File: src/rtl/slcd_pkg.sv
// ----------------------------------------------------------------------------
// slcd_pkg
// Shared constants and types for the sync/length/checksum frame receiver.
// ----------------------------------------------------------------------------
package slcd_pkg;

  localparam int          MAX_PAYLOAD_DEF = 32;

  localparam logic [7:0]  SYNC_FIRST      = 8'd125;
  localparam logic [7:0]  SYNC_SECOND     = 8'd126;
  localparam logic [8:0]  SUM_MODULUS     = 9'd255;

  // Receive sequencer states
  typedef enum logic [3:0] {
    ST_SYNC1,
    ST_SYNC2,
    ST_SRC,
    ST_DST,
    ST_SEQH,
    ST_SEQL,
    ST_LEN,
    ST_PAY,
    ST_CHECK,
    ST_READ,
    ST_SHOW
  } slcd_state_t;

  // Checksum unit operation
  typedef enum logic [1:0] {
    SUM_HOLD,
    SUM_CLEAR,
    SUM_ADD
  } sum_op_t;

  // Payload buffer strobes
  typedef struct packed {
    logic wr_en;
    logic rd_en;
  } mem_ctl_t;

  // Checksum unit status
  typedef struct packed {
    logic match;
  } sum_stat_t;

endpackage

File: src/rtl/slcd_buf.sv
// ----------------------------------------------------------------------------
// slcd_buf
// Payload byte buffer: one write or one registered read per cycle.
// ----------------------------------------------------------------------------
module slcd_buf
  import slcd_pkg::*;
#(
  parameter int MAX_PAYLOAD = MAX_PAYLOAD_DEF,
  parameter int AW          = (MAX_PAYLOAD > 1) ? $clog2(MAX_PAYLOAD) : 1
) (
  input  logic          clk,
  input  mem_ctl_t      ctl,
  input  logic [AW-1:0] addr,
  input  logic [7:0]    wr_data,
  output logic [7:0]    rd_data
);

  logic [7:0] mem [MAX_PAYLOAD];

  always_ff @(posedge clk) begin
    if (ctl.wr_en) begin
      mem[addr] <= wr_data;
    end
  end

  always_ff @(posedge clk) begin
    if (ctl.rd_en) begin
      rd_data <= mem[addr];
    end
  end

endmodule

File: src/rtl/slcd_sum.sv
// ----------------------------------------------------------------------------
// slcd_sum
// Running payload sum mod 255 and checksum compare on one shared adder.
// ----------------------------------------------------------------------------
module slcd_sum
  import slcd_pkg::*;
(
  input  logic       clk,
  input  logic       rst,
  input  sum_op_t    op,
  input  logic [7:0] din,
  output sum_stat_t  stat
);

  logic [7:0] sum_mod;
  logic [7:0] sum_mod_next;
  logic [8:0] total;

  // sum_mod <= 254, so total <= 509 and one subtract reduces it.
  // Checksum 255 - sum_mod matches exactly when sum_mod + byte == 255.
  assign total        = {1'b0, sum_mod} + {1'b0, din};
  assign sum_mod_next = (total >= SUM_MODULUS) ? 8'(total - SUM_MODULUS) : total[7:0];
  assign stat.match   = (total == SUM_MODULUS);

  always_ff @(posedge clk) begin
    if (rst) begin
      sum_mod <= 8'd0;
    end else begin
      case (op)
        SUM_CLEAR: sum_mod <= 8'd0;
        SUM_ADD:   sum_mod <= sum_mod_next;
        default:   sum_mod <= sum_mod;
      endcase
    end
  end

endmodule

File: src/rtl/slcd_seq.sv
// ----------------------------------------------------------------------------
// slcd_seq
// Frame sequencer: header capture, payload count, result emission.
// ----------------------------------------------------------------------------
module slcd_seq
  import slcd_pkg::*;
#(
  parameter int MAX_PAYLOAD = MAX_PAYLOAD_DEF,
  parameter int AW          = (MAX_PAYLOAD > 1) ? $clog2(MAX_PAYLOAD) : 1,
  parameter int CW          = $clog2(MAX_PAYLOAD + 1)
) (
  input  logic          clk,
  input  logic          rst,
  // receive side
  input  logic          rx_valid,
  output logic          rx_stall,
  input  logic [7:0]    rx_byte,
  // result side
  output logic          out_valid,
  input  logic          out_stall,
  output logic [7:0]    src_addr,
  output logic [7:0]    dst_addr,
  output logic [15:0]   seq_number,
  output logic [5:0]    payload_len,
  output logic [4:0]    byte_index,
  output logic          has_data,
  output logic          last,
  // shared units
  output sum_op_t       sum_op,
  input  sum_stat_t     sum_stat,
  output mem_ctl_t      mem_ctl,
  output logic [AW-1:0] mem_addr
);

  slcd_state_t   state;
  slcd_state_t   state_next;
  logic [CW-1:0] idx;
  logic [CW-1:0] idx_inc;
  logic [CW-1:0] hdr_len;
  logic [7:0]    hdr_src;
  logic [7:0]    hdr_dst;
  logic [15:0]   hdr_seq;
  logic          rx_take;
  logic          out_take;
  logic          len_ok;

  assign rx_take  = rx_valid && !rx_stall;
  assign out_take = out_valid && !out_stall;
  assign idx_inc  = idx + CW'(1);
  assign len_ok   = (rx_byte <= 8'(MAX_PAYLOAD));
  assign mem_addr = idx[AW-1:0];

  // next state
  always_comb begin
    state_next = state;
    unique case (state)
      ST_SYNC1: if (rx_take && rx_byte == SYNC_FIRST) state_next = ST_SYNC2;
      ST_SYNC2: if (rx_take) state_next = (rx_byte == SYNC_SECOND) ? ST_SRC : ST_SYNC1;
      ST_SRC:   if (rx_take) state_next = ST_DST;
      ST_DST:   if (rx_take) state_next = ST_SEQH;
      ST_SEQH:  if (rx_take) state_next = ST_SEQL;
      ST_SEQL:  if (rx_take) state_next = ST_LEN;
      ST_LEN: begin
        if (rx_take) begin
          if (!len_ok) begin
            state_next = ST_SYNC1;
          end else if (rx_byte == 8'd0) begin
            state_next = ST_CHECK;
          end else begin
            state_next = ST_PAY;
          end
        end
      end
      ST_PAY:   if (rx_take && idx_inc == hdr_len) state_next = ST_CHECK;
      ST_CHECK: begin
        if (rx_take) begin
          if (!sum_stat.match) begin
            state_next = ST_SYNC1;
          end else if (hdr_len == '0) begin
            state_next = ST_SHOW;
          end else begin
            state_next = ST_READ;
          end
        end
      end
      ST_READ:  state_next = ST_SHOW;
      ST_SHOW:  if (out_take) state_next = last ? ST_SYNC1 : ST_READ;
      default:  state_next = ST_SYNC1;
    endcase
  end

  // control outputs
  always_comb begin
    rx_stall      = (state == ST_READ) || (state == ST_SHOW);
    out_valid     = (state == ST_SHOW);
    mem_ctl.wr_en = (state == ST_PAY) && rx_take;
    mem_ctl.rd_en = (state == ST_READ);
    sum_op        = SUM_HOLD;
    unique case (state)
      ST_LEN:   if (rx_take) sum_op = SUM_CLEAR;
      ST_PAY:   if (rx_take) sum_op = SUM_ADD;
      ST_CHECK: if (rx_take) sum_op = SUM_CLEAR;
      default:  sum_op = SUM_HOLD;
    endcase
  end

  always_ff @(posedge clk) begin
    if (rst) begin
      state <= ST_SYNC1;
    end else begin
      state <= state_next;
    end
  end

  // header and counter registers
  always_ff @(posedge clk) begin
    if (rst) begin
      idx     <= '0;
      hdr_len <= '0;
      hdr_src <= 8'd0;
      hdr_dst <= 8'd0;
      hdr_seq <= 16'd0;
    end else begin
      if (rx_take) begin
        case (state)
          ST_SRC:  hdr_src <= rx_byte;
          ST_DST:  hdr_dst <= rx_byte;
          ST_SEQH: hdr_seq <= {rx_byte, 8'd0};
          ST_SEQL: hdr_seq[7:0] <= rx_byte;
          ST_LEN: begin
            if (len_ok) begin
              hdr_len <= CW'(rx_byte);
              idx     <= '0;
            end
          end
          ST_PAY:   idx <= idx_inc;
          ST_CHECK: idx <= '0;
          default:  idx <= idx;
        endcase
      end else if (out_take) begin
        idx <= idx_inc;
      end
    end
  end

  assign src_addr    = hdr_src;
  assign dst_addr    = hdr_dst;
  assign seq_number  = hdr_seq;
  assign payload_len = 6'(hdr_len);
  assign byte_index  = 5'(idx);
  assign has_data    = (hdr_len != '0);
  assign last        = !has_data || (idx_inc == hdr_len);

  // no input taken while a result is pending
  a_stall_on_emit: assert property (@(posedge clk) disable iff (rst)
    out_valid |-> rx_stall)
    else $error("input accepted while emitting");

  // payload count stays below the frame length
  a_idx_range: assert property (@(posedge clk) disable iff (rst)
    (state == ST_PAY || state == ST_READ || state == ST_SHOW) && has_data |-> idx < hdr_len)
    else $error("payload index out of range");

  // an empty frame gives a single final result
  a_empty_last: assert property (@(posedge clk) disable iff (rst)
    out_valid && !has_data |-> last && idx == '0)
    else $error("empty frame result malformed");

  // final result returns the receiver to sync hunt
  a_back_to_sync: assert property (@(posedge clk) disable iff (rst)
    out_take && last |=> !out_valid && !rx_stall)
    else $error("no return to sync after last result");

endmodule

File: src/rtl/sync_length_checksum_deframer.sv
// ----------------------------------------------------------------------------
// sync_length_checksum_deframer
// Byte-wide frame receiver: sync pair, header, length-prefixed payload and
// mod-255 checksum; good frames replay one word per byte (empty: one word).
// ----------------------------------------------------------------------------
//  channel | handshake            | payload
//  --------+----------------------+---------------------------------------
//  rx      | rx_valid / rx_stall  | rx_byte
//  out     | out_valid / out_stall| src_addr dst_addr seq_number payload_len
//          |                      | byte_index payload_byte has_data last
//
//  Receive: one rx word per cycle while hunting/receiving a frame.
//  Emit: each payload byte of a good frame is first read from the buffer,
//  then shown; an empty frame is shown as a single result. rx_stall is high
//  throughout. Each result waits in place while out_stall is high.
//  Reset (rst, synchronous) clears sequencer, header and checksum state; the
//  payload buffer is not cleared, only bytes of the current frame are read.
// ----------------------------------------------------------------------------
module sync_length_checksum_deframer
  import slcd_pkg::*;
#(
  parameter int MAX_PAYLOAD = MAX_PAYLOAD_DEF
) (
  input  logic        clk,
  input  logic        rst,
  input  logic        rx_valid,
  output logic        rx_stall,
  input  logic [7:0]  rx_byte,
  output logic        out_valid,
  input  logic        out_stall,
  output logic [7:0]  src_addr,
  output logic [7:0]  dst_addr,
  output logic [15:0] seq_number,
  output logic [5:0]  payload_len,
  output logic [4:0]  byte_index,
  output logic [7:0]  payload_byte,
  output logic        has_data,
  output logic        last
);

  localparam int AW = (MAX_PAYLOAD > 1) ? $clog2(MAX_PAYLOAD) : 1;
  localparam int CW = $clog2(MAX_PAYLOAD + 1);

  sum_op_t       sum_op;
  sum_stat_t     sum_stat;
  mem_ctl_t      mem_ctl;
  logic [AW-1:0] mem_addr;
  logic [7:0]    rd_data;

  // Sequencer: walks the frame layout, drives the adder and the buffer.
  slcd_seq #(
    .MAX_PAYLOAD (MAX_PAYLOAD),
    .AW          (AW),
    .CW          (CW)
  ) u_seq (
    .clk         (clk),
    .rst         (rst),
    .rx_valid    (rx_valid),
    .rx_stall    (rx_stall),
    .rx_byte     (rx_byte),
    .out_valid   (out_valid),
    .out_stall   (out_stall),
    .src_addr    (src_addr),
    .dst_addr    (dst_addr),
    .seq_number  (seq_number),
    .payload_len (payload_len),
    .byte_index  (byte_index),
    .has_data    (has_data),
    .last        (last),
    .sum_op      (sum_op),
    .sum_stat    (sum_stat),
    .mem_ctl     (mem_ctl),
    .mem_addr    (mem_addr)
  );

  // One adder serves both the running sum and the checksum compare.
  slcd_sum u_sum (
    .clk  (clk),
    .rst  (rst),
    .op   (sum_op),
    .din  (rx_byte),
    .stat (sum_stat)
  );

  // Payload bytes are held here until the checksum clears the frame.
  slcd_buf #(
    .MAX_PAYLOAD (MAX_PAYLOAD),
    .AW          (AW)
  ) u_buf (
    .clk     (clk),
    .ctl     (mem_ctl),
    .addr    (mem_addr),
    .wr_data (rx_byte),
    .rd_data (rd_data)
  );

  // Empty frames show a zero data byte.
  assign payload_byte = has_data ? rd_data : 8'd0;

endmodule
File: config.mk
export PLATFORM = sky130hd
export DESIGN_NAME = sync_length_checksum_deframer
export DESIGN_NICKNAME = d
export VERILOG_FILES = /design/src/rtl/slcd_pkg.sv /design/src/rtl/slcd_buf.sv /design/src/rtl/slcd_sum.sv /design/src/rtl/slcd_seq.sv /design/src/rtl/sync_length_checksum_deframer.sv
export SDC_FILE = /design/constraint.sdc
export NUM_CORES = 1
export LEC_CHECK = 0
export BUFFER_PORTS_ARGS = -buffer_cell sky130_fd_sc_hd__buf_2
export CELL_PAD_IN_SITES_DETAIL_PLACEMENT = 1
export CELL_PAD_IN_SITES_GLOBAL_PLACEMENT = 2
export CORE_ASPECT_RATIO = 0.7
export CORE_MARGIN = 1.5
export CORE_UTILIZATION = 47
export DETAILED_ROUTE_END_ITERATION = 10
export PLACE_DENSITY = 0.9
export SYNTH_ARGS = -nofsm -noshare
export SYNTH_HDL_FRONTEND = slang
export SYNTH_HIERARCHICAL = 1
export SYNTH_SLANG_ARGS = --single-unit
export TNS_END_PERCENT = 50
File: constraint.sdc
create_clock -name clk -period 9 [get_ports clk]
set_input_delay 1.35 -clock clk [delete_from_list [all_inputs] [get_ports clk]]
set_output_delay 1.35 -clock clk [all_outputs]
set_load 0.005 [all_outputs]
# Word-level counts from Yosys, hierarchy flattened
# Memory sizes are Yosys's and may differ from the RTL's. A register that Yosys moved wholly into a read port is not among the register bits.
# Index checks and enable logic that the tools add are counted.
# word_totals
mem_count	1
mem_bits_rw	256
output_inout_bits	55
ff_bits	56
word_cells	97
inputBits	12
# mem_list
memory	depth	word_bits	read_ports	rd_ports_with_merged_regs	write_ports	line	source
u_buf.mem	32	8	1	1	1	slcd_buf.sv:18	logic [7:0] mem [MAX_PAYLOAD];
# op_classes
muxes	30
n_eq_ne	28
n_addsub	3
n_reduce_logical	25
n_lt_le_gt_ge	2
# ops
op	count
4-bit two-way mux	14
4-bit one-hot mux with 11 select lines	1
8-bit one-hot mux with 2 select lines	2
6-bit two-way mux	3
2-bit by 1-bit inequality test with 1-bit output (second input constant)	9
6-bit one-hot mux with 3 select lines	1
4-bit by 3-bit == test with 1-bit output (second input constant)	4
8-bit by 7-bit == test with 1-bit output (second input constant)	2
8-bit two-way mux	2
4-bit == test (second input constant)	3
10-bit AND reduction	1
8-bit by 8-bit adder with 9-bit output	1
9-bit by 8-bit == test with 1-bit output (second input constant)	1
9-bit by 8-bit greater-or-equal comparator with 1-bit output (second input constant)	1
4-bit by 2-bit == test with 1-bit output (second input constant)	2
8-bit by 6-bit <= comparator with 1-bit output (second input constant)	1
8-bit zero test	1
2-bit AND reduction	4
8-bit subtractor (second input constant)	1
6-bit by 1-bit adder with 6-bit output (second input constant)	1
6-bit == test	1
6-bit zero test	1
2-bit two-way mux	3
3-bit AND reduction	2
15 further kinds	26

# Logic depth before layout (Yosys ltp)
# Gate-level depths: netlist of the first run.
# depth
depth_word	8
mapped_depth	12
ltp_nobuf	12

# Modules after synthesis
# The synthesis of the first run kept the hierarchy.
# modules_own_cells
module	seq_area_each_um2	area_per_inst_um2	instances	cells_each
slcd_buf	7927.6	10284.9	1	576
slcd_seq	960.9	2497.4	1	313
slcd_sum	160.2	898.4	1	110
sync_length_checksum_deframer	0.0	50.0	1	8

# Least setup slack after synthesis of the first run
# OpenSTA, ideal clock, no wires.
# synth_path
kind	input to register
from	input port rx_byte[0]
to	register u_seq.state[0]
stages	12
t_arrival_ns	3.725
setup_slack_ns	5.182
n_path_buf	0
t_required_ns	8.908
setup_ns	0.092
path_cell_list	ha_1 -> fa_1 -> a211oi_1 -> o21ai_0 -> a22oi_1 -> nand2_2 -> nor2_1 -> and3_1 -> a31oi_1 -> o21ai_0 -> o21ba_2 -> o32ai_1
# synth_via
elab_chain_len	5
elab_cells_between_ends	14
classes_between	1 x add/sub; 1 x order compare; 3 x eq/ne; 6 x mux; 3 x reduce/logical
# synth_lines
element	line	source
from (decl)	sync_length_checksum_deframer.sv:28	input logic [7:0] rx_byte,
8-bit by 8-bit adder with 9-bit output	slcd_sum.sv:21	assign total = {1'b0, sum_mod} + {1'b0, din};
9-bit by 8-bit == test with 1-bit output	slcd_sum.sv:23	assign stat.match = (total == SUM_MODULUS);
named net sum_stat	sync_length_checksum_deframer.sv:45	sum_stat_t sum_stat;
4-bit two-way mux	slcd_seq.sv:77	if (!sum_stat.match) begin
4-bit two-way mux	slcd_seq.sv:76	if (rx_take) begin
4-bit one-hot mux with 11 select lines	slcd_seq.sv:56	unique case (state)
to (signal assigned)	slcd_seq.sv:111	state <= state_next;
to (decl)	slcd_seq.sv:35	slcd_state_t state;
# The timed path passes the listed nets, and every way through them passes these cells. The select of a mux whose other input is x is not followed.
# A chain may end at the register's enable or synchronous reset.

# Worst setup path after layout of the first run
# layout_path
from	register u_seq.idx[0]
to	output port last
# layout_via
elab_chain_len	3
# layout_lines
element	line	source
from (decl)	slcd_seq.sv:37	logic [CW-1:0] idx;
from (signal assigned)	slcd_seq.sv:136	ST_PAY: idx <= idx_inc;
from (signal assigned)	slcd_seq.sv:138	default: idx <= idx;
from (signal assigned)	slcd_seq.sv:141	idx <= idx_inc;
6-bit by 1-bit adder with 6-bit output	slcd_seq.sv:49	assign idx_inc = idx + CW'(1);
6-bit == test	slcd_seq.sv:152	assign last = !has_data || (idx_inc == hdr_len);
1-bit logical OR	slcd_seq.sv:152	
to (decl)	sync_length_checksum_deframer.sv:38	output logic last
# Every way passes these cells.

==> run summary, run 1 <==
Entering global routing, the biggest net connects 53 pins. For the full die area, the log shows 0.03027 mm2. For the pin with the worst max-slew slack, the measured transition is 1.262 ns.

Once detailed placement completed, the half-perimeter wirelength came to 22890 um. The flow ran to the end, but the final reports show violations. The slowest stage of the critical path is the sky130_fd_sc_hd__dfxtp_1 cell. The total number of nets in the final design is 1069, and the clock period minus worst slack is 4.480 ns. The clock tree skew after final layout is 0.01280 ns. Summing all placed instances gives a cell area of 0.01425 mm2. After the first detailed-routing iteration, the DRC count stood at 855. In this run the worst setup path begins at u_seq/idx[0]. The mean routed wirelength per cell is 25.23 um, and the number of warnings issued by yosys is 6. The highest fanout seen on the critical path was 26; the total global-route track usage was 24.22%. The detailed-route via count came out at 8850.

Wires add up to 36530 um. The final reports fail on design-rule violations. After clock tree synthesis, the flow added hold-fix buffers numbering 0.

Setup violations remaining at the end of the flow were counted as 0. For flop-to-flop paths, the worst setup slack is 5.35 ns. The synthesized design contains 264 enable-type register cells.

The tools report the filler cell count in the final layout as 2833. The critical path ends at last. The cell count after synthesis came out at 1007. The worst-case IR drop observed on VDD is 164.8 uV. In this run the deepest clock path goes through 3 buffers.

Counting flops and latches in the post-synthesis netlist gives 320. When the netlist entered floorplanning its net count stood at 1031. The worst register-to-register path ends at u_buf/mem[26][0]. The number of max-capacitance violations reported came out at 0.

Traced cell by cell, the critical path runs through ha_1 > nor2_1 > or3_1 > a31oi_1 > o21ai_0 > buf_2. TritonCTS built the clock tree. The signal arrival time at the worst endpoint was 3.13 ns. The root buffer cell chosen for the clock tree is sky130_fd_sc_hd__clkbuf_16. The total count of max-transition violations in the final report was 0; the x dimension of the die was 207.3 um. The mapped netlist covers 0.01373 mm2. The filler-free cell count of the finished design came out at 1448. The congestion estimate from routability-driven global placement came to 0.8827.

Power spread over the standard cell area amounts to 202.8 mW/mm2. The final critical path takes up 49.78% of the cycle. The number of iterations in the first detailed-routing pass was 8; the sequential-to-total area share from yosys stat was 65.90%. STA classifies the critical path endpoint as an output pin. The logs give 0.57 ns for the clock insertion delay at the later pin of the skew report and 0 for the antenna violation net count after detailed routing. The headroom to the max-slew limit is 15.22%. Launch point of the worst reg-to-reg path: u_seq/state[2]. Setup repair after global routing left no endpoint under its margin.

For this run, design rule violations remaining after detail routing come to 4. The count of input and output buffers is 66, and the number of different library cells in the post-synthesis netlist is 73. The setup path with the least slack is of type reg2out.

Clock-pin slew was measured on the worst setup and hold paths at 0.07 ns. The mean instance size in the synthesized netlist came out at 13.64 um2. The post-cts sizing count is 0, and the cell depth of the worst flop-to-flop path is 5.

The initial core utilization is 47.64%. The launching element type of the critical path was a flop. For this design the top-level I/O count stands at 67. The initialized floorplan defines 52 standard-cell rows.

The logs give 0 for the number of failing hold endpoints at the final stage and 0.02882 mm2 for the area of the core. The residual overflow from global routing is 0, and the H-tree depth is 1. The run gives 1390 as the total instance count after detailed placement. Across all hold checks on the routed design, the worst slack comes to 0.4500 ns. The type of the most critical hold path was reg2reg. The number of clock buffers added by TritonCTS is 31.

Counting instances, the worst hold path has a depth of 2. The total leakage power is 4.858 nW. Peak per-stage delay on the critical path: 0.99 ns. Cells with a size suffix above 1 make up 13.55% of the layout.

In the synthesized netlist the dominant register cell turns out to be sky130_fd_sc_hd__edfxtp_1. Area growth from synthesis to layout: 11.15%. After clock tree synthesis, the setup repair step added 0 buffers. The tools report the via count of the first global-routing pass as 9183. The clock drives 320 sinks.

The design draws 3.095 mW. The repair_antennas step left the layout with diodes totalling 0. In the final timing run, aggregate negative setup slack is 0 ns.

The async set-reset flop share out of synthesis was 0%. The vias per cell was 6.112; the required time at the endpoint of the critical path was 7.65 ns. The die is 146.0 um tall. The tools report the wire length of the first global-routing pass as 55790 um. Summing all non-filler instances in the final layout gives an area of 0.01526 mm2.

For the maximum achievable frequency, the log shows 0.2232 GHz. The tools report the number of antenna violations at the first check in global routing as 0.
cells by family after synthesis:
family / share of synthesized area, %
mux: 10.57
xor+xnor: 0.8292
flops: 65.90
simple gates: 10.09
buf+inv: 2.898
fa+ha+maj: 1.148
compound gates: 8.566
cell type report:
class                      instances  area [um2]  area share, %
sequential                       320        9052          59.31
clock inverter                    15       123.9         0.8116
multi-input combinational        608        4284          28.07
clock buffer                      43       885.9          5.804
inverter                           6       22.52         0.1476
timing repair buffer              78       420.4          2.755
tap                              378       473.0          3.099
report_power, final:
group	switching (mW)	internal, mW	total, mW
logic	0.121	0.0512	0.172
registers	0.0205	1.61	1.63
clock network	0.548	0.743	1.29
total	0.690	2.40	3.09
worst min path at each step:
stage / startpoint / to / slack, ns
global placement: u_seq/seq_number[7] / u_seq/seq_number[7] / 0.44
floorplan: u_sum/sum_mod[0] / u_sum/sum_mod[0] / 0.43
CTS: u_seq/seq_number[7] / u_seq/seq_number[7] / 0.45
detailed placement: u_seq/seq_number[7] / u_seq/seq_number[7] / 0.44
finish: u_seq/seq_number[7] / u_seq/seq_number[7] / 0.45
global route: u_seq/src_addr[4] / u_seq/src_addr[4] / 0.47
cell usage after synthesis (all sizes together) (3+ instances only):
master / n / share of area, %
nand4bb: 5 / 0.41
o21ai: 23 / 0.84
mux2i: 145 / 11
nor2b: 3 / 0.14
a211oi: 6 / 0.36
a31oi: 4 / 0.18
nand2: 58 / 1.6
nor2: 69 / 1.9
a22oi: 4 / 0.26
ha: 11 / 1.0
edfxtp: 264 / 58
or3b: 4 / 0.26
nor3: 13 / 0.56
and2: 11 / 0.50
a21oi: 43 / 1.6
nand2b: 9 / 0.41
nand3b: 4 / 0.22
buf: 46 / 2.0
nand4b: 7 / 0.45
nor4: 21 / 1.2
clkbuf: 26 / 0.71
and3: 7 / 0.32
or4b: 5 / 0.39
inv: 6 / 0.16
xor2: 6 / 0.38
nand3: 28 / 1.0
a22o: 3 / 0.19
or4: 3 / 0.16
a21o: 4 / 0.22
o21a: 3 / 0.16
xnor2: 7 / 0.45
o22ai: 64 / 3.0
a311oi: 4 / 0.26
dfxtp: 56 / 8.2
metal layers:
metal,vias up,wire [um],track usage [%]
li1,3941,-,-
met1,4578,17120,35.98
met2,285,16580,37.04
met3,46,2332,4.812
met4,0,498,5.147
met5,-,0,0
stage by stage:
| stage | utilization [%] | setup WS, ns |
|---|---|---|
| 2_1_floorplan | - | 5.182 |
| 6_report | 52.95 | 4.520 |
| 5_1_grt | 52.95 | 4.397 |
| 4_1_cts | 52.95 | 4.599 |
| 3_3_place_gp | 49.45 | 4.434 |
| 3_5_place_dp | 49.45 | 4.290 |
registers in the layout (all words and copies together) (netlist names):
register	cells
u_seq/payload_len	6
u_seq/dst_addr	8
u_sum/sum_mod	8
u_seq/idx	6
u_buf/mem	256
u_seq/state	4
u_buf/rd_data	8
u_seq/seq_number	16
u_seq/src_addr	8
critical path, delay by kind of cell (launching register included):
kind                       cells  cell delay (ns)
buffers and inverters          1             0.18
DFF                            1             0.99
adders and majority gates      1             0.43
AOI/OAI and AO/OA              2             0.56
and+or+nand+nor                2             0.39
cells in the final DEF, fill, tap and decap left out, types with 7 or more instances in the layout:
| cell | n |
|---|---|
| sky130_fd_sc_hd__nand2b_1 | 9 |
| sky130_fd_sc_hd__nor3_1 | 12 |
| sky130_fd_sc_hd__ha_1 | 11 |
| sky130_fd_sc_hd__buf_4 | 12 |
| sky130_fd_sc_hd__dfxtp_1 | 55 |
| sky130_fd_sc_hd__and2_1 | 11 |
| sky130_fd_sc_hd__nand3_1 | 28 |
| sky130_fd_sc_hd__xnor2_1 | 7 |
| sky130_fd_sc_hd__and3_1 | 7 |
| sky130_fd_sc_hd__clkbuf_16 | 32 |
| sky130_fd_sc_hd__nand2_1 | 57 |
| sky130_fd_sc_hd__o22ai_1 | 63 |
| sky130_fd_sc_hd__a21oi_1 | 42 |
| sky130_fd_sc_hd__nor4_1 | 19 |
| sky130_fd_sc_hd__edfxtp_1 | 264 |
| sky130_fd_sc_hd__nor2_1 | 69 |
| sky130_fd_sc_hd__nand4b_1 | 7 |
| sky130_fd_sc_hd__buf_2 | 66 |
| sky130_fd_sc_hd__mux2i_1 | 145 |
| sky130_fd_sc_hd__o21ai_0 | 19 |
Power figures use the tool's default switching activity.
==> inputs of run 2 (changes only) <==
--- a/config.mk
+++ b/config.mk
@@ -10,9 +10,9 @@
 export CELL_PAD_IN_SITES_GLOBAL_PLACEMENT = 2
 export CORE_ASPECT_RATIO = 0.7
 export CORE_MARGIN = 1.5
-export CORE_UTILIZATION = 47
+export CORE_UTILIZATION = 44
 export DETAILED_ROUTE_END_ITERATION = 10
-export PLACE_DENSITY = 0.9
+export PLACE_DENSITY = 0.86
 export SYNTH_ARGS = -nofsm -noshare
 export SYNTH_HDL_FRONTEND = slang
 export SYNTH_HIERARCHICAL = 1
==> constraint.sdc (replaced) <==
create_clock -name clk -period 4.62 [get_ports clk]
set_input_delay 0.693 -clock clk [delete_from_list [all_inputs] [get_ports clk]]
set_output_delay 0.693 -clock clk [all_outputs]
set_load 0.005 [all_outputs]
==> run 2 against run 1 <==
  * The run now ends clean
  * First-iteration DRC count decreased by 20%
  * Hold slack about the same
  * Worst setup slack lost 3.6 ns
  * Global-route usage decreased by 2.4 points
  * Largest power group unchanged
  * Final area up 0.79%
  * Routed wire length shrank 3.4%
==> run summary, run 2 (synthesized netlist as in run 1, its figures left out) <==
The flow ran to the end, and the final reports show no timing, DRC or antenna violations. The total instance count after detailed placement is 1436 (was 1390), and the cell depth of the worst flop-to-flop path is 5 (unchanged). The tools report the launch point of the worst reg-to-reg path as u_seq/state[2] (unchanged).

The hold slack is 0.4504 ns (was 0.4500 ns), and the vias per cell is 5.780 (was 6.112). The number of iterations in the first detailed-routing pass is 5 (was 8), and the residual DRC count is 0 (was 4). The logs give 1.337 mW (was 0.6899 mW) for the net switching power and 320 (unchanged) for the number of clock sinks. The largest register by flop count is u_buf/mem (unchanged).

For the maximum achievable frequency, the log shows 0.2671 GHz. The total setup violations reported at the end of the flow was 0 (unchanged); the combinational share of power was 5.4% (was 5.6%). The worst setup margin came out at 0.8754 ns (was 4.520 ns).

The startpoint of the worst hold path is u_seq/seq_number[2] (was u_seq/seq_number[7]). The run gives 0 (unchanged) as the hold buffer count at cts. For the headroom to the max-slew limit, the log shows 30.85% (was 15.22%).

Number of max-capacitance violations reported: 0 (unchanged). The clock buffer count from CTS is 30 (was 31), and the mean routed wirelength per cell is 23.62 um (was 25.23 um). The type of the most critical hold path is reg2reg (unchanged).

The total leakage power was 4.913 nW (was 4.858 nW); the via count of the first global-routing pass was 8586 (was 9183). The layout cell share with drive strength beyond 1 was 14.72% (was 13.55%). The switching share of power works out to 22.42% (was 22.29%).

The logs give 53.4% (was 52.7%) for the sequential group share of total power and 0 (unchanged) for the post-cts sizing count. For the detailed-route via count, the log shows 8636 (was 8850). The tools report the largest vdd supply drop as 255.0 uV (was 164.8 uV).

The tools report the setup TNS as 0 ns (unchanged). For the design area, the log shows 0.01538 mm2 (was 0.01526 mm2). The logs give 5.964 mW (was 3.095 mW) for the total power after layout and 682 (was 855) for the count of routing violations after the opening detailed-route iteration. Power per unit of standard cell area: 387.7 mW/mm2 (was 202.8 mW/mm2). Critical path's slowest cell: sky130_fd_sc_hd__dfxtp_1 (unchanged). Portion of the clock cycle consumed by the worst path in the final layout: 81.05%. Clock tree root buffer cell: sky130_fd_sc_hd__clkbuf_16 (unchanged).

The number of I/O pins is 67 (unchanged). The logs give 23320 um (was 22890 um) for the post-detailed-placement half-perimeter wirelength and 3.93 ns (was 7.65 ns) for the required time at the endpoint of the critical path. The full die area was 0.03229 mm2 (was 0.03027 mm2); the area growth from synthesis to layout was 12.03% (was 11.15%). The internal cell power was 4.627 mW (was 2.405 mW); the area of the core was 0.03037 mm2 (was 0.02882 mm2). Peak per-stage delay on the critical path: 0.92 ns (was 0.99 ns).

For the worst slack after detailed placement, the log shows 0.9238 ns (was 4.290 ns). The hold path depth is 2 (unchanged). The number of failing hold endpoints at the final stage was 0 (unchanged); the total global-route track usage was 21.82% (was 24.22%). List of cells traversed by the critical path: ha_1 > nor2_1 > or3_1 > a31oi_1 > o21ai_0 > buf_2 (unchanged). Setup repair after global routing left no endpoint under its margin. The clock insertion delay at the later pin of the skew report is 0.58 ns (was 0.57 ns). The count of buffering cells on the critical path with inverters included was 1 (unchanged). TritonCTS built the clock tree. The run gives 41.2% (was 41.7%) as the clock network fraction of total power.

The largest net degree at the start of global routing is 65 (was 53), and the H-tree depth is 1 (unchanged). The filler-free cell count of the finished design came out at 1494 (was 1448). Clock tree skew after final layout: 0.02731 ns (was 0.01280 ns). Global placement routability congestion: 0.8400 (was 0.8827). After layout, the minimum clock period comes to 3.745 ns. The signal arrival time at the worst endpoint is 3.05 ns (was 3.13 ns). For the initial core utilization, the log shows 45.21% (was 47.64%). The category of the critical setup timing path is reg2out (unchanged).

The antenna violation net count after detailed routing is 0 (unchanged). The logs give 53300 um (was 55790 um) for the wire length of the first global-routing pass and 0 (unchanged) for the residual overflow from global routing. The fraction of the core area covered by cells at the end of the flow was 50.65% (was 52.95%). The clock-pin slew on the worst setup and hold paths works out to 0.06 ns (was 0.07 ns). The vertical extent of the die is 150.8 um (was 146.0 um). The number of cell rows came out at 53 (was 52). Most common cell after layout, fill and taps aside: sky130_fd_sc_hd__edfxtp_1 (unchanged). Most frequent cells in the layout: sky130_fd_sc_hd__edfxtp_1 (264), sky130_fd_sc_hd__mux2i_1 (145), sky130_fd_sc_hd__nor2_1 (69) (unchanged). The tools report the endpoint type of the worst setup path as an output pin (unchanged).

The number of flip-flops under the largest register name was 256 (unchanged); the count of input and output buffers was 66 (unchanged). X dimension of the die: 214.1 um (was 207.3 um). Total count of max-transition violations in the final report: 0 (unchanged). The register-to-register setup slack is 1.02 ns (was 5.35 ns).

The tools report the final routed wirelength across all metal layers as 35300 um (was 36530 um). Number of setup buffers added after CTS: 0 (unchanged). Category of cells accounting for the largest share of critical-path delay: flip-flops (unchanged). The launching element type of the critical path was a flop (unchanged). The transition time at the pin with the least slew margin works out to 1.036 ns (was 1.262 ns). The tools report the destination of the worst register-to-register timing path as u_buf/mem[3][3] (was u_buf/mem[26][0]). Total number of nets in the final design: 1080 (was 1069). The run gives 0.01440 mm2 (was 0.01425 mm2) as the area of placed instances. Startpoint of the worst setup timing path: u_seq/idx[0] (unchanged). The highest fanout seen on the critical path works out to 26 (unchanged).

Maximum number of buffers from clock root to sink: 3 (unchanged). The tools report the endpoint of the worst hold path as u_seq/seq_number[2] (was u_seq/seq_number[7]). The number of antenna violations at the first check in global routing was 0 (unchanged).
-- run 2: changes by cell type in the layout (fill, tap and decap cells not counted), sizes merged --
cell    before  now
bufinv       2    1
buf         78   90
inv          8    6
clkinv      10   11
diode        0    2
-- run 2: worst max-delay path by stage --
stage	to	slack [ns]	cells after the start
final	last	0.88	6
after global routing	last	0.67	6
after CTS	last	0.91	6
after detailed placement	u_seq/state[0]	0.92	13
after global placement	u_seq/state[0]	1.01	13
after floorplan	u_seq/state[0]	1.46	12
-- run 2: area by class of cell --
type	instances	area, um2
Antenna cell	2	5.005
Clock buffer	43	887.1
Clock inverter	13	92.59
Fill cell	3113	14990
Inverter	6	22.52
Multi-Input combinational cell	608	4284
Sequential cell	320	9052
Tap cell	412	515.5
Timing Repair Buffer	90	523.0
-- run 2: power by group through the flow --
stage | combinational (mW) | clock, mW | sequential (mW)
floorplan | 0.218 | 0 | 3.21
global placement | 0.312 | 0 | 3.24
detailed placement | 0.320 | 0 | 3.25
CTS | 0.322 | 2.50 | 3.18
global route | 0.354 | 2.59 | 3.19
finish | 0.324 | 2.45 | 3.19
-- run 2: worst register-to-register path: cells and delay by family (launching register included) --
family | cells | cell delay (ns)
flops | 1 | 0.67
simple gates | 5 | 2.53
-- run 2: routing by layer --
metal | track usage (%) | wire length [um] | vias to the layer above
met1 | 34.81 | 18180 | 4435
met2 | 31.36 | 14850 | 190
met5 | 0 | 0 | -
met4 | 3.838 | 559 | 0
li1 | - | - | 3974
met3 | 3.554 | 1708 | 37
==> inputs of run 3 (changes only) <==
==> constraint.sdc (replaced) <==
create_clock -name clk -period 3.8 [get_ports clk]
set_input_delay 0.57 -clock clk [delete_from_list [all_inputs] [get_ports clk]]
set_output_delay 0.57 -clock clk [all_outputs]
set_load 0.005 [all_outputs]
==> run 3 against run 2 <==
  * Critical path type is now reg2reg
  * Worst setup slack got worse by 0.38 ns
  * Final area increased by 1.9%
  * Non-clock buffer count increased by 32
  * Register-to-register slack got worse by 0.52 ns
  * Sequential cell count unchanged
  * Sequential share of layout area decreased by 1.1 points
  * Die area unchanged
  * Clock skew decreased by 0.016 ns
==> run summary, run 3 (synthesized netlist as in run 1, its figures left out) <==
Endpoint type of the worst setup path: a flop (was an output pin). Power per unit of standard cell area: 474.7 mW/mm2 (was 387.7 mW/mm2). The full die area is 0.03229 mm2 (unchanged). The tools report the total setup violations reported at the end of the flow as 0 (unchanged). For the H-tree depth, the log shows 1 (unchanged).

The number of iterations in the first detailed-routing pass was 5 (unchanged); the clock tree skew after final layout was 0.01147 ns (was 0.02731 ns). The wire length of the first global-routing pass was 55700 um (was 53300 um). The logs give 894 (was 682) for the count of routing violations after the opening detailed-route iteration and 0 (unchanged) for the residual DRC count. Number of flip-flops under the largest register name: 256 (unchanged). The area of the core is 0.03037 mm2 (unchanged), and the sequential group share of total power is 51.7% (was 53.4%).

The number of I/O pins came out at 67 (unchanged). Clock-pin slew on the worst setup and hold paths: 0.07 ns (was 0.06 ns). Type of the most critical hold path: in2reg (was reg2reg). For the internal cell power, the log shows 5.774 mW (was 4.627 mW). The area growth from synthesis to layout came out at 14.17% (was 12.03%). The run gives 22.90% (was 21.82%) as the total global-route track usage. The vias per cell is 5.916 (was 5.780). The number of failing hold endpoints at the final stage came out at 0 (unchanged). For the required time at the endpoint of the critical path, the log shows 4.00 ns (was 3.93 ns). The number of clock sinks was 320 (unchanged); the global placement routability congestion was 0.8340 (was 0.8400). The run gives 24130 um (was 23320 um) as the post-detailed-placement half-perimeter wirelength. The highest fanout seen on the critical path is 14 (was 26).

The setup TNS came out at 0 ns (unchanged). Setup repair after global routing left no endpoint under its margin. Number of max-capacitance violations reported: 0 (unchanged). The total area of multi-input combinational cells was 0.004284 mm2 (unchanged).

The transition time at the pin with the least slew margin was 0.9763 ns (was 1.036 ns); the total power after layout was 7.442 mW (was 5.964 mW). The headroom to the max-slew limit came out at 34.91% (was 30.85%). The antenna violation net count after detailed routing was 0 (unchanged); the via count of the first global-routing pass was 8831 (was 8586). The vertical extent of the die was 150.8 um (unchanged).

The largest register by flop count was u_buf/mem (unchanged). Fraction of the core area covered by cells at the end of the flow: 51.61% (was 50.65%). Final routed wirelength across all metal layers: 37020 um (was 35300 um). Clock tree root buffer cell: sky130_fd_sc_hd__clkbuf_16 (unchanged). The tools report the launching element type of the critical path as a flop (unchanged). The detailed-route via count is 9028 (was 8636), and the filler cell count in the final layout is 3066 (was 3113). Dividing the final minimum period by the clock period gives 86.87%. The combinational share of power was 6.0% (was 5.4%). For the post-cts sizing count, the log shows 0 (unchanged).

The count of input and output buffers works out to 66 (unchanged). The layout cell share with drive strength beyond 1 works out to 17.15% (was 14.72%). Maximum number of buffers from clock root to sink: 3 (unchanged). The category of the critical setup timing path was reg2reg (was reg2out).

Switching share of power: 22.40% (was 22.42%). The total count of max-transition violations in the final report was 0 (unchanged); the residual overflow from global routing was 0 (unchanged). The hold buffer count at cts was 0 (unchanged); the clock insertion delay at the later pin of the skew report was 0.58 ns (about the same). Most frequent cells in the layout: sky130_fd_sc_hd__edfxtp_1 (264), sky130_fd_sc_hd__mux2i_1 (145), sky130_fd_sc_hd__nor2_1 (69) (unchanged). The mean routed wirelength per cell is 24.26 um (was 23.62 um).

The x dimension of the die was 214.1 um (unchanged). Most common cell after layout, fill and taps aside: sky130_fd_sc_hd__edfxtp_1 (unchanged). The signal arrival time at the worst endpoint is 3.50 ns (was 3.05 ns). The logs give 31 (was 30) for the clock buffer count from CTS and 45.21% (unchanged) for the initial core utilization. The number of cell rows is 53 (unchanged), and the largest net degree at the start of global routing is 113 (was 65). For the total leakage power, the log shows 5.098 nW (was 4.913 nW). The tools report the total number of nets in the final design as 1113 (was 1080). The tools report the largest vdd supply drop as 392.0 uV (was 255.0 uV).

TritonCTS built the clock tree. Register area: 0.009052 mm2 (unchanged). The number of antenna violations at the first check in global routing was 0 (unchanged); the clock period minus worst slack was 3.301 ns.

Maximum achievable frequency: 0.3029 GHz. The run finished with clean final reports. Net switching power: 1.667 mW (was 1.337 mW).

The run gives 0 (was 2) as the count of antenna diodes in the layout. The tools report the number of setup buffers added after CTS as 0 (unchanged). The clock network fraction of total power is 42.3% (was 41.2%).
-- run 3: changes by cell type in the layout (fill, tap and decap cells not counted), sizes merged --
| cell | before | now |
|---|---|---|
| inv | 6 | 8 |
| bufinv | 1 | 4 |
| clkbuf | 43 | 39 |
| clkinv | 11 | 10 |
| clkinvlp | 1 | 3 |
| diode | 2 | 0 |
| buf | 90 | 122 |
-- run 3: cell type report --
cell class	instances	share of cell area, %
clock inverters	19	1.293
well taps	412	3.288
multi-input cells	608	27.33
inverters	6	0.1437
flip-flops and latches	320	57.75
clock buffers	39	5.332
repair buffers	122	4.869
-- run 3: metrics by stage --
| step | instances | cell area, um2 | setup WS (ns) | hold WS (ns) |
|---|---|---|---|---|
| 2_1_floorplan | 1007 | 13730 | 0.7623 | 0.4291 |
| 3_3_place_gp | 1468 | 14640 | 0.3460 | 0.4387 |
| 3_5_place_dp | 1468 | 14640 | 0.2624 | 0.4407 |
| 4_1_cts | 1526 | 15680 | 0.5711 | 0.3244 |
| 5_1_grt | 1526 | 15680 | 0.2064 | 0.3513 |
| 6_report | 1526 | 15680 | 0.4988 | 0.3622 |
-- run 3: path summary, 6_finish.rpt --
| kind | startpoint | endpoint | slack (ns) | cells after the start |
|---|---|---|---|---|
| worst min register to register | u_seq/seq_number[0] | u_seq/seq_number[0] | 0.44 | 2 |
| worst min-delay path | rx_byte[7] | u_seq/seq_number[15] | 0.36 | 3 |
| worst max register to register | u_seq/state[2] | u_buf/mem[4][2] | 0.50 | 6 |
| worst max-delay path | u_seq/state[2] | u_buf/mem[4][2] | 0.50 | 6 |
-- run 3: power by group through the flow --
stage / clock (mW) / sequential, mW / combinational [mW]
after floorplan: 0 / 3.91 / 0.265
after global placement: 0 / 3.92 / 0.423
after detailed placement: 0 / 3.92 / 0.435
after CTS: 3.21 / 3.84 / 0.438
after global routing: 3.34 / 3.85 / 0.486
final: 3.15 / 3.85 / 0.445
-- run 3: layer usage --
layer  global-route usage, %  routed length, um
met5                       0                  0
met2                   32.97              15920
met4                   4.437                588
met1                   36.08              18050
met3                   4.116               2462
-- run 3: critical path: stages, from the launching register on --
cell and delay, ns:
sky130_fd_sc_hd__dfxtp_1 0.69, sky130_fd_sc_hd__nand2b_1 0.21, sky130_fd_sc_hd__o21ai_1 0.08, sky130_fd_sc_hd__buf_4 0.18, sky130_fd_sc_hd__nor2_1 0.51, sky130_fd_sc_hd__or3b_2 0.64
sky130_fd_sc_hd__nor2_1 0.61
